--- src/rtl/dwip_pkg.sv ---
`timescale 1ns / 1ps
// ----------------------------------------------------------------------------
// dwip_pkg
// Widths, register codes, shared types and saturating helpers of the
// dual wheel PID controller. All values are Q16.16, signed but for radius and limit.
// ----------------------------------------------------------------------------
package dwip_pkg;

  localparam int unsigned VAL_W  = 32;
  localparam int unsigned FRAC_W = 16;
  localparam int unsigned DT_W   = VAL_W - 1;
  localparam int unsigned PROD_W = 2 * VAL_W;
  localparam int unsigned RND_W  = PROD_W - FRAC_W;
  localparam int unsigned ACC_W  = RND_W + 2;
  localparam int unsigned DIVQ_W = VAL_W + FRAC_W;
  localparam int unsigned CFG_AW = 3;

  localparam logic [CFG_AW-1:0] CFG_GAIN_P_LEFT  = 3'd0;
  localparam logic [CFG_AW-1:0] CFG_GAIN_P_RIGHT = 3'd1;
  localparam logic [CFG_AW-1:0] CFG_GAIN_D_LEFT  = 3'd2;
  localparam logic [CFG_AW-1:0] CFG_GAIN_D_RIGHT = 3'd3;
  localparam logic [CFG_AW-1:0] CFG_GAIN_I_LEFT  = 3'd4;
  localparam logic [CFG_AW-1:0] CFG_GAIN_I_RIGHT = 3'd5;
  localparam logic [CFG_AW-1:0] CFG_RADIUS       = 3'd6;
  localparam logic [CFG_AW-1:0] CFG_EFFORT_LIMIT = 3'd7;

  typedef logic signed [VAL_W-1:0] val_t;

  localparam val_t            RST_GAIN_P = 32'sd327680;
  localparam val_t            RST_GAIN_D = 32'sd65536;
  localparam val_t            RST_GAIN_I = 32'sd0;
  localparam logic [DT_W-1:0] RST_RADIUS = 31'd19661;
  localparam logic [DT_W-1:0] RST_LIMIT  = 31'd262144;

  typedef enum logic [3:0] {
    L_IDLE,
    L_MUL_SPEED,
    L_SPEED,
    L_ERROR,
    L_DIVIDE,
    L_MUL_P,
    L_MUL_D,
    L_MUL_I,
    L_ADD_I,
    L_CLAMP
  } lane_state_e;

  typedef struct packed {
    val_t            kp;
    val_t            kd;
    val_t            ki;
    logic [DT_W-1:0] radius;
    logic [DT_W-1:0] limit;
  } lane_cfg_t;

  typedef struct packed {
    val_t target;
    logic target_valid;
    val_t rate;
    logic rate_valid;
  } lane_in_t;

  function automatic val_t sat_wide(input logic signed [PROD_W-1:0] v);
    logic signed [PROD_W-1:0] vmax;
    logic signed [PROD_W-1:0] vmin;
    vmax = $signed({{(PROD_W-VAL_W+1){1'b0}}, {(VAL_W-1){1'b1}}});
    vmin = $signed({{(PROD_W-VAL_W+1){1'b1}}, {(VAL_W-1){1'b0}}});
    if (v > vmax) return vmax[VAL_W-1:0];
    if (v < vmin) return vmin[VAL_W-1:0];
    return v[VAL_W-1:0];
  endfunction

  function automatic val_t add_sat(input val_t a, input val_t b);
    logic [VAL_W:0] s;
    s = {a[VAL_W-1], a} + {b[VAL_W-1], b};
    return sat_wide({{(PROD_W-VAL_W-1){s[VAL_W]}}, s});
  endfunction

  function automatic val_t sub_sat(input val_t a, input val_t b);
    logic [VAL_W:0] s;
    s = {a[VAL_W-1], a} - {b[VAL_W-1], b};
    return sat_wide({{(PROD_W-VAL_W-1){s[VAL_W]}}, s});
  endfunction

  // Drop the fraction bits of a product, rounding half toward plus infinity.
  function automatic logic signed [RND_W-1:0] q_round(input logic signed [PROD_W-1:0] p);
    logic [PROD_W-1:0] s;
    s = p + {{(PROD_W-FRAC_W){1'b0}}, 1'b1, {(FRAC_W-1){1'b0}}};
    return s[PROD_W-1:FRAC_W];
  endfunction

endpackage

--- src/rtl/dwip_div.sv ---
`timescale 1ns / 1ps
// ----------------------------------------------------------------------------
// dwip_div
// Iterative signed divider for the derivative term: (de << FRAC_W) / dt,
// truncated toward zero and saturated. Two quotient bits per cycle.
// ----------------------------------------------------------------------------
module dwip_div (
  input  logic                  clk_i,
  input  logic                  rst_ni,
  input  logic                  start_i,
  input  dwip_pkg::val_t        dividend_i,
  input  logic [dwip_pkg::DT_W-1:0] divisor_i,
  output logic                  done_o,
  output dwip_pkg::val_t        quot_o
);
  import dwip_pkg::*;

  localparam int unsigned STEPS    = 2;
  localparam int unsigned DIV_ITER = DIVQ_W / STEPS;
  localparam int unsigned CNT_W    = $clog2(DIV_ITER + 1);

  logic              busy_q, busy_d;
  logic              done_q, done_d;
  logic [CNT_W-1:0]  cnt_q, cnt_d;
  logic              neg_q;
  logic [VAL_W-1:0]  rem_q, rem_d;
  logic [DIVQ_W-1:0] quo_q, quo_d;
  logic [VAL_W-1:0]  den_q;
  logic [VAL_W-1:0]  mag;
  logic [DIVQ_W:0]   qs;

  assign mag = dividend_i[VAL_W-1] ? (~dividend_i + 1'b1) : dividend_i;

  always_comb begin
    logic [VAL_W-1:0] r;
    logic [VAL_W-1:0] sh;
    logic [DIVQ_W-1:0] q;
    r = rem_q;
    q = quo_q;
    // Restoring steps: the remainder stays below the divisor, so one bit of
    // headroom is enough for the shifted value.
    for (int i = 0; i < STEPS; i++) begin
      sh = {r[VAL_W-2:0], q[DIVQ_W-1]};
      q  = {q[DIVQ_W-2:0], 1'b0};
      if (sh >= den_q) begin
        r    = sh - den_q;
        q[0] = 1'b1;
      end else begin
        r = sh;
      end
    end
    rem_d  = r;
    quo_d  = q;
    busy_d = busy_q;
    cnt_d  = cnt_q;
    done_d = 1'b0;
    if (start_i) begin
      busy_d = 1'b1;
      cnt_d  = CNT_W'(DIV_ITER);
    end else if (busy_q) begin
      cnt_d = cnt_q - 1'b1;
      if (cnt_q == CNT_W'(1)) begin
        busy_d = 1'b0;
        done_d = 1'b1;
      end
    end
  end

  always_ff @(posedge clk_i or negedge rst_ni) begin
    if (!rst_ni) begin
      busy_q <= 1'b0;
      done_q <= 1'b0;
      cnt_q  <= '0;
    end else begin
      busy_q <= busy_d;
      done_q <= done_d;
      cnt_q  <= cnt_d;
    end
  end

  always_ff @(posedge clk_i) begin
    if (start_i) begin
      neg_q <= dividend_i[VAL_W-1];
      rem_q <= '0;
      quo_q <= {mag, {FRAC_W{1'b0}}};
      den_q <= {1'b0, divisor_i};
    end else if (busy_q) begin
      rem_q <= rem_d;
      quo_q <= quo_d;
    end
  end

  assign qs     = neg_q ? (~{1'b0, quo_q} + 1'b1) : {1'b0, quo_q};
  assign quot_o = sat_wide({{(PROD_W-DIVQ_W-1){qs[DIVQ_W]}}, qs});
  assign done_o = done_q;

endmodule

--- src/rtl/dwip_lane.sv ---
`timescale 1ns / 1ps
// ----------------------------------------------------------------------------
// dwip_lane
// One wheel of the controller: speed conversion, error, derivative and
// error sum, then the three gain terms through one shared multiplier.
// ----------------------------------------------------------------------------
module dwip_lane (
  input  logic                      clk_i,
  input  logic                      rst_ni,
  input  logic                      start_i,
  input  dwip_pkg::lane_in_t        in_i,
  input  logic [dwip_pkg::DT_W-1:0] dt_i,
  input  dwip_pkg::lane_cfg_t       cfg_i,
  output logic                      done_o,
  output dwip_pkg::val_t            effort_o,
  output dwip_pkg::val_t            speed_o
);
  import dwip_pkg::*;

  lane_state_e state_q, state_d;

  val_t              target_q, speed_q, prev_q, sum_q, effort_q;
  val_t              rate_q, e_q, d_q;
  logic              rate_valid_q;
  logic [DT_W-1:0]   dt_q;
  logic [PROD_W-1:0] prod_q;
  logic [ACC_W-1:0]  acc_q;

  logic signed [VAL_W:0]     mul_a, mul_b;
  logic signed [2*VAL_W+1:0] mul_full;
  logic signed [RND_W-1:0]   rnd;
  val_t                      speed_val, e_val, de_val, acc_sat, lim, effort_val;
  logic                      div_start, div_done;
  val_t                      div_quot;

  always_comb begin
    mul_a = '0;
    mul_b = '0;
    case (state_q)
      L_MUL_SPEED: begin
        mul_a = {rate_q[VAL_W-1], rate_q};
        mul_b = {2'b00, cfg_i.radius};
      end
      L_MUL_P: begin
        mul_a = {e_q[VAL_W-1], e_q};
        mul_b = {cfg_i.kp[VAL_W-1], cfg_i.kp};
      end
      L_MUL_D: begin
        mul_a = {d_q[VAL_W-1], d_q};
        mul_b = {cfg_i.kd[VAL_W-1], cfg_i.kd};
      end
      L_MUL_I: begin
        mul_a = {sum_q[VAL_W-1], sum_q};
        mul_b = {cfg_i.ki[VAL_W-1], cfg_i.ki};
      end
      default: ;
    endcase
  end

  assign mul_full  = mul_a * mul_b;
  assign rnd       = q_round(prod_q);
  assign speed_val = sat_wide({{(PROD_W-RND_W){rnd[RND_W-1]}}, rnd});
  assign e_val     = sub_sat(target_q, speed_q);
  assign de_val    = sub_sat(e_val, prev_q);
  assign acc_sat   = sat_wide({{(PROD_W-ACC_W){acc_q[ACC_W-1]}}, acc_q});
  assign lim       = {1'b0, cfg_i.limit};

  always_comb begin
    if (acc_sat > lim) begin
      effort_val = lim;
    end else if (acc_sat < -lim) begin
      effort_val = -lim;
    end else begin
      effort_val = acc_sat;
    end
  end

  assign div_start = (state_q == L_ERROR) && (dt_q != '0);

  dwip_div u_div (
    .clk_i      (clk_i),
    .rst_ni     (rst_ni),
    .start_i    (div_start),
    .dividend_i (de_val),
    .divisor_i  (dt_q),
    .done_o     (div_done),
    .quot_o     (div_quot)
  );

  always_comb begin
    state_d = state_q;
    unique case (state_q)
      L_IDLE:      if (start_i) state_d = L_MUL_SPEED;
      L_MUL_SPEED: state_d = L_SPEED;
      L_SPEED:     state_d = L_ERROR;
      L_ERROR:     state_d = (dt_q != '0) ? L_DIVIDE : L_MUL_P;
      L_DIVIDE:    if (div_done) state_d = L_MUL_P;
      L_MUL_P:     state_d = L_MUL_D;
      L_MUL_D:     state_d = L_MUL_I;
      L_MUL_I:     state_d = L_ADD_I;
      L_ADD_I:     state_d = L_CLAMP;
      L_CLAMP:     state_d = L_IDLE;
      default:     state_d = L_IDLE;
    endcase
  end

  always_ff @(posedge clk_i or negedge rst_ni) begin
    if (!rst_ni) begin
      state_q  <= L_IDLE;
      target_q <= '0;
      speed_q  <= '0;
      prev_q   <= '0;
      sum_q    <= '0;
      effort_q <= '0;
    end else begin
      state_q <= state_d;
      if (state_q == L_IDLE && start_i && in_i.target_valid) begin
        target_q <= in_i.target;
      end
      if (state_q == L_SPEED && rate_valid_q) begin
        speed_q <= speed_val;
      end
      if (state_q == L_ERROR) begin
        prev_q <= e_val;
        sum_q  <= add_sat(sum_q, e_val);
      end
      if (state_q == L_CLAMP) begin
        effort_q <= effort_val;
      end
    end
  end

  always_ff @(posedge clk_i) begin
    prod_q <= mul_full[PROD_W-1:0];
    if (state_q == L_IDLE && start_i) begin
      rate_q       <= in_i.rate;
      rate_valid_q <= in_i.rate_valid;
      dt_q         <= dt_i;
    end
    if (state_q == L_ERROR) begin
      e_q <= e_val;
      d_q <= '0;
    end
    if (state_q == L_DIVIDE && div_done) begin
      d_q <= div_quot;
    end
    // The product of one gain term is added in the cycle after it is formed.
    if (state_q == L_MUL_P) begin
      acc_q <= {{(ACC_W-VAL_W){effort_q[VAL_W-1]}}, effort_q};
    end else if (state_q == L_MUL_D || state_q == L_MUL_I || state_q == L_ADD_I) begin
      acc_q <= acc_q + {{(ACC_W-RND_W){rnd[RND_W-1]}}, rnd};
    end
  end

  assign done_o   = (state_q == L_CLAMP);
  assign effort_o = effort_q;
  assign speed_o  = speed_q;

endmodule

--- config.mk ---
export PLATFORM = sky130hd
export DESIGN_NAME = dwip_lane
export DESIGN_NICKNAME = d
export VERILOG_FILES = /design/src/rtl/dwip_pkg.sv /design/src/rtl/dwip_div.sv /design/src/rtl/dwip_lane.sv
export SDC_FILE = /design/constraint.sdc
export NUM_CORES = 2
export LEC_CHECK = 0
export BUFFER_PORTS_ARGS = -buffer_cell sky130_fd_sc_hd__buf_2
export CAP_MARGIN = 15
export CELL_PAD_IN_SITES_DETAIL_PLACEMENT = 1
export CELL_PAD_IN_SITES_GLOBAL_PLACEMENT = 1
export CORE_ASPECT_RATIO = 0.6
export CORE_UTILIZATION = 54
export CTS_CLUSTER_SIZE = 8
export DETAILED_ROUTE_END_ITERATION = 10
export PLACE_DENSITY_LB_ADDON = 0.1
export SETUP_SLACK_MARGIN = 0.3
export SLEW_MARGIN = 20
export SYNTH_ARGS = -nofsm -noshare
export SYNTH_HDL_FRONTEND = slang
export SYNTH_SLANG_ARGS = --single-unit
--- constraint.sdc ---
create_clock -name clk_i -period 19.19 [get_ports clk_i]
set_clock_uncertainty 0.1 [all_clocks]
set_input_delay 0.9595 -clock clk_i [delete_from_list [all_inputs] [get_ports clk_i]]
set_output_delay 0.9595 -clock clk_i [all_outputs]
set_load 0.03 [all_outputs]
==> Implementation_results.wiki <==
{| class="wikitable"
! Metric !! Value
|-
| Maximum clock insertion buffer count || 3
|-
| CP startpoint kind || flop
|-
| Post-detailed-route count of antenna-violating nets || 0
|-
| Max_cap viols || 0
|-
| Kind of critical path || flop to flop
|-
| Leading register cell type out of synthesis || edfxtp_1
|-
| Clk pin slew, worst setup/hold paths || 60 ps
|-
| Input/output buffers || 322
|-
| Maximum operating frequency || 0.07665 GHz
|-
| Starting Density || 0.5489
|-
| Most frequently used cell type in the post-synthesis netlist || inv_1
|-
| Antenna violations before repair || 28
|-
| Aggregate routed wire length || 286.3 mm
|-
| Top cell types by occurrence after synthesis || 1264 x inv_1, 1248 x nand2_1, 1110 x fa_1, 482 x ha_1, 427 x a21oi_1
|-
| Crit end category || flop
|-
| Max Transition Viols Final || 0
|-
| DIE WIDTH || 476.2 µm
|-
| DRT Pass-1 Iters || 5
|-
| Worst r2r path cells || 32
|-
| Post-Layout Cell Count || 10120
|-
| Result of the run || complete, no violations
|-
| Total track usage || 0.4206
|-
| Chip height || 286.5 µm
|-
| Total of fill cells in the finished design || 15410
|-
| Setup_tns || 0 ps
|-
| Sequential cell area fraction in the yosys report || 0.1849
|-
| Drt via density || 6.300
|-
| Count of routing violations after the opening detailed-route iteration || 6612
|-
| Largest area contributor in the synthesized netlist || fa_1
|-
| Final Net Count || 10120
|-
| Cell repeated most along the worst path || fa_1
|-
| Number of buffers inserted during clock tree synthesis || 73
|-
| Clk Latency, worst-skew pair || 680 ps
|-
| Setup violation total in the final timing report || 0
|-
| Number of rows in the core area || 103
|-
| Slowest stage cell, crit path || fa_1
|-
| Last weighted congestion value of the routability-driven placer || 0.9669
|-
| Number of post-CTS setup repair buffers || 0
|-
| Cts-stage hold buffer count || 0
|-
| HP Class || input pin to asynchronous set/reset pin
|-
| Post-synthesis register bit count || 509
|-
| Number of remaining DRC errors || 0
|-
| Syn Std Cell Area || 72860 µm²
|-
| Number of instances in the synthesized netlist || 8150
|-
| Top cells by area, synth || fa_1 30%, edfxtp_1 10%, ha_1 8.3%
|-
| Number of flops mapped to enable cells by yosys || 242
|-
| Setup slack, reg-to-reg || 6140 ps
|-
| Synthesis-to-layout area growth || 7.740%
|-
| WP data required || 19600 ps
|-
| DR WL/cell || 28.29 µm
|-
| Transition time at the pin with the least slew margin || 1195 ps
|-
| Root buf cell || clkbuf_16
|-
| Wire length of the first global-routing pass || 430.2 mm
|-
| Critical register-to-register path startpoint || state_q[2]
|-
| Number of synthesis warnings || 0
|-
| Yosys cell types || 92
|-
| Worst-path maximum fanout || 57
|-
| Share of Yosys cell area claimed by the top area cell type || 0.3050
|-
| Syn_area_per_cell || 8.940 µm²
|-
| Count of final hold-check violations || 0
|-
| Top Ports || 323
|-
| Tightest hold margin || 149.1 ps
|-
| Capture instance of the worst register-to-register path || prod_q[61]
|-
| Placed instance count || 9982
|-
| Number of clock sinks || 509
|-
| Sum of net half-perimeters after detailed placement || 228.8 mm
|-
| Worst rel slew slack || 0.1969
|-
| TritonCTS clock tree || built
|-
| Number of global-route vias before repair || 67900
|-
| Maximum number of pins on one net before global-route repair || 77
|-
| Share of flip-flops with an asynchronous set or reset after synthesis || 0.3360
|-
| Core region area || 132700 µm²
|-
| Remaining global-route overflow || 0
|-
| Setup repair after global routing missed its margin || false
|-
| Htree depth || 3
|-
| Overall die area || 136400 µm²
|-
| Number of instances resized during post-cts repair || 0
|-
| Finished Core Util || 0.5914
|-
| Final period util || 0.6799
|-
| Data arrival time at the worst-slack endpoint || 13460 ps
|-
| Tmin final || 13050 ps
|-
| Nets in the synthesized netlist || 10000
|-
| Slowest Stage Delay on Critical Path || 770 ps
|-
| Detailed-route via count || 63760
|-
| Fraction of layout instances using a drive strength above 1 || 0.08322
|}
cells by family after synthesis:
| family | count (synthesis) | synth area share |
|---|---|---|
| flip-flops | 509 | 0.1849 |
| adder cells (fa/ha/maj) | 1598 | 0.3886 |
| buffers and inverters | 1665 | 0.08648 |
| XOR/XNOR | 375 | 0.04508 |
| AND/OR/NAND/NOR | 2315 | 0.1410 |
| multiplexers | 97 | 0.01413 |
| AO/OA/AOI/OAI | 1591 | 0.1399 |
stage by stage:
stage	setup slack, ps	instance area [µm²]
after floorplan	9762	72860
after CTS	6621	78450
after global routing	5810	78480
after detailed placement	6705	76310
after global placement	7247	76310
final	6143	78500
layout by cell type (no fill, tap or decap), drive strengths merged, types with 62 or more instances in the layout:
cell type / synthesis / layout
ha: 482 / 482
nor3: 73 / 73
xnor2: 241 / 241
inv: 1264 / 1269
a21o: 187 / 187
clkbuf: 359 / 124
dfrtp: 171 / 171
nand4: 63 / 63
xor2: 134 / 134
a22oi: 117 / 117
buf: 38 / 443
nand3: 123 / 123
a21oi: 427 / 427
nor2: 406 / 406
dfxtp: 96 / 96
fa: 1110 / 1110
o21ai: 391 / 391
edfxtp: 242 / 242
nor2b: 65 / 65
and3: 73 / 73
o22ai: 62 / 62
nand2: 1248 / 1248
worst max path at each step:
stage,start,endpoint,slack [ps]
2_1_floorplan,state_q[1],prod_q[62],9760
6_report,state_q[2],prod_q[61],6140
3_5_place_dp,state_q[2],prod_q[61],6700
3_3_place_gp,state_q[2],prod_q[61],7250
5_1_grt,state_q[2],prod_q[61],5810
4_1_cts,state_q[2],prod_q[61],6620
state kept, by name, summed over array words and instances, names as in the netlist, 5 cells and up:
signal and flops:
acc_q 50, rate_q 32, d_q 32, e_q 32, prev_q 32, prod_q 49, effort_o 32, speed_o 32
u_div.rem_q 31, dt_q 31, u_div.den_q 31, u_div.quo_q 48, sum_q 32, target_q 32, u_div.cnt_q 5
layer usage:
metal,share of wire,track usage,up-vias,routed length (µm)
met5,0.00054,0,-,155
met1,0.41,0.5928,32850,118800
met4,0.040,0.1572,22,11520
li1,-,-,26930,-
met2,0.42,0.6089,3313,120900
met3,0.12,0.1282,644,34920
critical path, delay by kind of cell, from the launching register on:
family / cells / cell delay (ps)
compound gates: 11 / 3270
fa+ha+maj: 9 / 4770
buf+inv: 6 / 2310
simple gates: 5 / 1550
flops: 1 / 600
xor+xnor: 1 / 210
area by class of cell:
type                            instances  area [µm²]  area share
Antenna cell                            9       22.52   0.0002869
Clock buffer                          122        2021     0.02574
Clock inverter                          7       120.1    0.001530
Inverter                             1268        4761     0.06065
Multi-Input combinational cell       5976       53320      0.6793
Sequential cell                       509       13470      0.1716
Tap cell                             1785        2233     0.02845
Timing Repair Buffer                  445        2544     0.03241
Power is not shown: default switching activity piles up to over one toggle a cycle in this logic, so the estimate is an artifact.
